<file path="src/sv/kmd_pkg.sv">
// Package for the keypad matrix debouncer.
// Matrix geometry, counter widths and the per-key result type; no dependencies.
`timescale 1ns / 1ps

package kmd_pkg;

  localparam int NUM_ROWS    = 4;
  localparam int NUM_COLS    = 4;
  localparam int KEY_SLOTS   = 16;
  localparam int MATRIX_KEYS = NUM_ROWS * NUM_COLS;
  localparam int ACTIVE_KEYS = (MATRIX_KEYS < KEY_SLOTS) ? MATRIX_KEYS : KEY_SLOTS;
  localparam int CNT_W       = 4;

  localparam logic [CNT_W-1:0] DEBOUNCE_RESET = CNT_W'(3);

  typedef logic [KEY_SLOTS-1:0] key_vec_t;
  typedef logic [CNT_W-1:0]     cnt_t;

  typedef struct packed {
    logic stable;
    logic press;
    logic release_ev;
  } lane_res_t;

endpackage

</file>
<file path="src/sv/kmd_lane.sv">
// One key debouncer: stable state and counter, updated on each input transfer.
// Depends on kmd_pkg.
`timescale 1ns / 1ps

module kmd_lane (
  input  logic              clk,
  input  logic              rst_n,
  input  logic              xfer,
  input  logic              raw,
  input  kmd_pkg::cnt_t     dcount,
  output kmd_pkg::lane_res_t res
);

  logic                  stable_r, stable_nxt;
  kmd_pkg::cnt_t         cnt_r, cnt_nxt;
  logic [kmd_pkg::CNT_W:0] cnt_inc;
  logic                  flip;

  always_comb begin
    cnt_inc    = {1'b0, cnt_r} + (kmd_pkg::CNT_W+1)'(1);
    flip       = 1'b0;
    stable_nxt = stable_r;
    cnt_nxt    = '0;
    if (raw != stable_r) begin
      if (cnt_inc >= {1'b0, dcount}) begin
        flip       = 1'b1;
        stable_nxt = raw;
      end else begin
        cnt_nxt = cnt_inc[kmd_pkg::CNT_W-1:0];
      end
    end
    res.stable     = stable_nxt;
    res.press      = flip & raw;
    res.release_ev = flip & ~raw;
  end

  always_ff @(posedge clk) begin
    if (!rst_n) begin
      stable_r <= 1'b0;
      cnt_r    <= '0;
    end else if (xfer) begin
      stable_r <= stable_nxt;
      cnt_r    <= cnt_nxt;
    end
  end

endmodule

</file>
<file path="src/sv/kmd_merge.sv">
// Merge stage: gathers the lane results into the registered result channel.
// Depends on kmd_pkg.
`timescale 1ns / 1ps

module kmd_merge (
  input  logic                                   clk,
  input  logic                                   rst_n,
  input  logic                                   xfer,
  input  kmd_pkg::lane_res_t [kmd_pkg::KEY_SLOTS-1:0] lane_res,
  input  logic                                   out_stall,
  output logic                                   out_valid,
  output kmd_pkg::key_vec_t                      key_state,
  output kmd_pkg::key_vec_t                      press_events,
  output kmd_pkg::key_vec_t                      release_events
);

  logic              valid_r, valid_nxt;
  kmd_pkg::key_vec_t state_r, press_r, release_r;
  kmd_pkg::key_vec_t state_nxt, press_nxt, release_nxt;

  always_comb begin
    for (int k = 0; k < kmd_pkg::KEY_SLOTS; k++) begin
      state_nxt[k]   = lane_res[k].stable;
      press_nxt[k]   = lane_res[k].press;
      release_nxt[k] = lane_res[k].release_ev;
    end
    valid_nxt = xfer | (valid_r & out_stall);
  end

  always_ff @(posedge clk) begin
    if (!rst_n) begin
      valid_r <= 1'b0;
    end else begin
      valid_r <= valid_nxt;
    end
  end

  always_ff @(posedge clk) begin
    if (xfer) begin
      state_r   <= state_nxt;
      press_r   <= press_nxt;
      release_r <= release_nxt;
    end
  end

  assign out_valid      = valid_r;
  assign key_state      = state_r;
  assign press_events   = press_r;
  assign release_events = release_r;

endmodule

</file>
<file path="src/sv/keypad_matrix_debouncer.sv">
// Keypad matrix debouncer: one snapshot in, stable states and edge masks out.
// The result is registered and appears in the cycle after the input transfer; throughput
// 1 snapshot per cycle while the output is not stalled.
// Input stalls only while the result register holds an untaken result.
// Synchronous active-low reset clears all key states, counters and the result
// valid, and sets debounce_count to 3. Depends on kmd_pkg, kmd_lane, kmd_merge.
`timescale 1ns / 1ps

module keypad_matrix_debouncer (
  input  logic                     clk,
  input  logic                     rst_n,
  input  logic                     in_valid,
  output logic                     in_stall,
  input  kmd_pkg::key_vec_t        in_raw_keys,
  output logic                     out_valid,
  input  logic                     out_stall,
  output kmd_pkg::key_vec_t        out_key_state,
  output kmd_pkg::key_vec_t        out_press_events,
  output kmd_pkg::key_vec_t        out_release_events,
  input  logic                     cfg_wr_en,
  input  kmd_pkg::cnt_t            cfg_wr_data
);

  kmd_pkg::cnt_t                               dcount_r;
  logic                                        in_xfer;
  kmd_pkg::lane_res_t [kmd_pkg::KEY_SLOTS-1:0] lane_res;

  always_ff @(posedge clk) begin
    if (!rst_n) begin
      dcount_r <= kmd_pkg::DEBOUNCE_RESET;
    end else if (cfg_wr_en) begin
      dcount_r <= cfg_wr_data;
    end
  end

  assign in_stall = out_valid & out_stall;
  assign in_xfer  = in_valid & ~in_stall;

  for (genvar k = 0; k < kmd_pkg::KEY_SLOTS; k++) begin : g_lane
    if (k < kmd_pkg::ACTIVE_KEYS) begin : g_act
      kmd_lane u_lane (
        .clk    (clk),
        .rst_n  (rst_n),
        .xfer   (in_xfer),
        .raw    (in_raw_keys[k]),
        .dcount (dcount_r),
        .res    (lane_res[k])
      );
    end else begin : g_off
      assign lane_res[k] = '0;
    end
  end

  kmd_merge u_merge (
    .clk            (clk),
    .rst_n          (rst_n),
    .xfer           (in_xfer),
    .lane_res       (lane_res),
    .out_stall      (out_stall),
    .out_valid      (out_valid),
    .key_state      (out_key_state),
    .press_events   (out_press_events),
    .release_events (out_release_events)
  );

endmodule

</file>
<file path="config.mk">
export PLATFORM = sky130hd
export DESIGN_NAME = keypad_matrix_debouncer
export DESIGN_NICKNAME = d
export VERILOG_FILES = /design/src/sv/kmd_pkg.sv /design/src/sv/kmd_lane.sv /design/src/sv/kmd_merge.sv /design/src/sv/keypad_matrix_debouncer.sv
export SDC_FILE = /design/constraint.sdc
export NUM_CORES = 1
export LEC_CHECK = 0
export BUFFER_PORTS_ARGS = -buffer_cell sky130_fd_sc_hd__buf_2
export CAP_MARGIN = 20
export CORE_ASPECT_RATIO = 0.6
export CORE_MARGIN = 3
export CORE_UTILIZATION = 40
export CTS_CLUSTER_DIAMETER = 120
export DETAILED_ROUTE_END_ITERATION = 12
export SETUP_SLACK_MARGIN = 0.2
export SYNTH_ARGS = -nofsm -noshare
export SYNTH_HDL_FRONTEND = slang
export SYNTH_SLANG_ARGS = --single-unit
</file>
<file path="constraint.sdc">
create_clock -name clk -period 2.3 [get_ports clk]
set_input_delay 0.115 -clock clk [delete_from_list [all_inputs] [get_ports clk]]
set_output_delay 0.115 -clock clk [all_outputs]
set_load 0.02 [all_outputs]
</file>
==> results.ini <==
[clocking]
clockBufferDepth=2
clockRootBuffer=clkbuf_16
path_clk_slew_ns=0.06
htree_levels=4
clock-sinks=133
cts-buffers-inserted=17
cts_tree=done
clkLatencyLatePin_ns=0.42

[critical_path]
r2r-end=u_merge.key_state[3]
max_stage_delay_ns=0.34
crit_fanout=3
crit_chain=ha_4 > nor2b_4 > or2_4 > ha_4 > a21o_1 > a31oi_2 > o21ba_4 > mux2_4
reg2regPathDepth=8
slowest_stage=dfxtp_2
critPathLaunchType=flip-flop
rrSetupSlack_ns=0.14
crit_path_end_kind=flip-flop
r2r_start=g_lane[3].g_act.u_lane.cnt_r[1]
crit_required_ns=2.47
critical_path_class=flip-flop to flip-flop
crit_path_start=g_lane[3].g_act.u_lane.cnt_r[1]
cpMostUsedCell=ha_4
arrival_ns=2.33

[detailed_routing]
wirelength_um=19200
drt_iter0_markers=302
viasPerCell=5.59
dr.pass1.iters=4
wl_per_cell_um=17.2
drc=0
final_antenna_net_count=0
num_vias=6243

[final_layout]
drive_gt1_share_pct=36.4
nets=969
fin_area_mm2=0.0100
area_growth_pct=32.8
n_antenna_cell=0
mostFrequentLayoutCells=74 x buf_2, 61 x nand2_1, 61 x ha_1, 51 x dfxtp_1
layout_commonest_cell=buf_2

[die]
die_y_um=113
start_util_pct=41.3
row_count=38
die_w_um=184
pin_count=75
core-area_mm2=0.0183
die_area_mm2=0.0207

[synthesis]
yosysWarnings=0
synth.avg_cell_area_um2=10.5
ys_seq_area_share_pct=41.5
synth_cells=721
ys_ff_latch=133
synth_area_mm2=0.00757
netlist-cell-type-count=50
synth_nets=826

[grt]
antenna_found_initial=0
grt-ovfl-total=0
grt_pass1_wl_um=30600
grt_start_max_net_pins=38
grt_usage_pct=18.3
grt_pass1_vias=6155

[timing]
tightest_slew_ns=0.687
fmax_ghz=0.462
period_minus_slack_ns=2.16
grt_setup_unrepaired=true
period_share_pct=94.1
clock_skew_ns=0.00872
setup_viol=0
worst_slack_ns=0.137
slew_viol_final=0
fin_setup_tns_ns=0
hold_violations=0
relSlewSlack_pct=54.1

[hold_path]
hold_class=primary input to flip-flop
holdPathEnd=dcount_r[3]
min_from=cfg_wr_data[3]
hold_depth=3

[power_and_ir_drop]
power.density_mw_per_mm2=716
p_leak_nw=4.22
ir_worst_vdd_mv=0.547

[place]
post-place-ws_ns=0.0896
portBuffers=74
place_congestion=0.818
place_hpwl_um=12600
placed_area_mm2=0.00859

[run]
maxCapViolCount=0

[status]
status=finished, final reports clean

-- worst max-delay path, delay by kind of cell (launching register included) --
family,cells,cell delay (ns)
simple gates,2,0.38
mux,1,0.29
compound gates,3,0.53
fa+ha+maj,2,0.38
flops,1,0.34
-- kinds of logic after synthesis --
logic type      share of synthesized area [%]
compound gates                           17.6
xor+xnor                                 4.63
fa+ha+maj                                13.2
buf+inv                                  2.78
flops                                    41.5
mux                                      4.58
simple gates                             15.6
-- cell usage after synthesis, drive strengths merged --
master,n,area [um^2]
a211o,4,35.0
a22oi,1,7.51
o21ai,12,60.1
o22a,1,8.76
and3,6,37.5
nor2,28,108
inv,23,86.3
a21o,4,30.0
ha,80,1000
a2111oi,10,87.6
nor3b,33,248
o21ba,4,40.0
mux2i,11,110
a31oi,4,25.0
dfxtp,85,1700
a21bo,1,16.3
mux2,21,236
xnor2,21,184
o31ai,8,60.1
clkbuf,7,26.3
nand3b,1,7.51
xor2,19,166
a211oi,11,82.6
and2,6,37.5
a31o,26,228
clkinv,2,12.5
edfxtp,48,1440
buf,16,85.1
a22o,10,87.6
a2111o,1,11.3
nand2b,13,81.3
a21oi,24,120
or2,4,25.0
nand3,32,160
o211ai,8,60.1
a32o,22,220
nand2,61,229
o2111ai,12,105
a311o,4,40.0
nand4b,6,52.6
o21a,1,7.51
nand4,6,37.5
nor3,5,40.0
nor2b,19,119
-- routing by layer --
metal | vias to the layer above | GRT usage (%) | routed length [um]
met3 | 19 | 3.59 | 1070
met2 | 153 | 29.0 | 8580
met5 | - | 0 | 0
li1 | 3049 | - | -
met1 | 3022 | 25.8 | 9400
met4 | 0 | 4.87 | 191
-- worst max path at each step --
| stage | end | slack (ns) | cells after the start |
|---|---|---|---|
| global placement | u_merge.key_state[1] | 0.15 | 8 |
| detailed placement | u_merge.key_state[8] | 0.09 | 8 |
| finish | u_merge.key_state[3] | 0.14 | 8 |
| CTS | u_merge.key_state[7] | 0.11 | 7 |
| global route | u_merge.key_state[1] | 0.08 | 8 |
| floorplan | u_merge.key_state[1] | 0.04 | 9 |
-- flip-flops by register name, summed over array words and instances (netlist names) --
register / cells
dcount_r: 4
u_merge.out_valid: 1
u_merge.press_events: 16
g_lane.g_act.u_lane.stable_r: 16
u_merge.release_events: 16
u_merge.key_state: 16
g_lane.g_act.u_lane.cnt_r: 64
-- through the flow --
step	util (%)	power, mW	hold WS (ns)	instances
6_report	54.9	7.19	0.0136	1117
5_1_grt	54.9	7.47	0.0358	1117
4_1_cts	52.7	7.17	0.00769	1110
3_5_place_dp	46.9	3.79	0.341	1051
3_3_place_gp	46.9	3.74	0.337	1051
2_1_floorplan	-	3.39	0.239	721
-- what timing repair did --
action | 4_1_cts | 5_1_grt
endpoints found under the setup margin | 24 | 77
gates cloned | 1 | 0
gates resized for setup | 26 | 81
pin swaps | 10 | 15
hold endpoints to repair | 19 | 0
hold buffers | 19 | 0
buffers inserted | 7 | 6
-- power by group --
group	total (mW)	switching, mW	internal, mW
Sequential	2.67	0.0852	2.58
Clock	3.30	1.06	2.23
Combinational	1.23	0.689	0.538
-- final cells by class --
type	count	area (um^2)
clock inverters	12	246
repair buffers	146	998
inverters	25	103
fillers	1533	8260
clock buffers	20	467
well taps	240	300
flip-flops and latches	133	3200
multi-input cells	541	4730
Power figures use the tool's default switching activity.
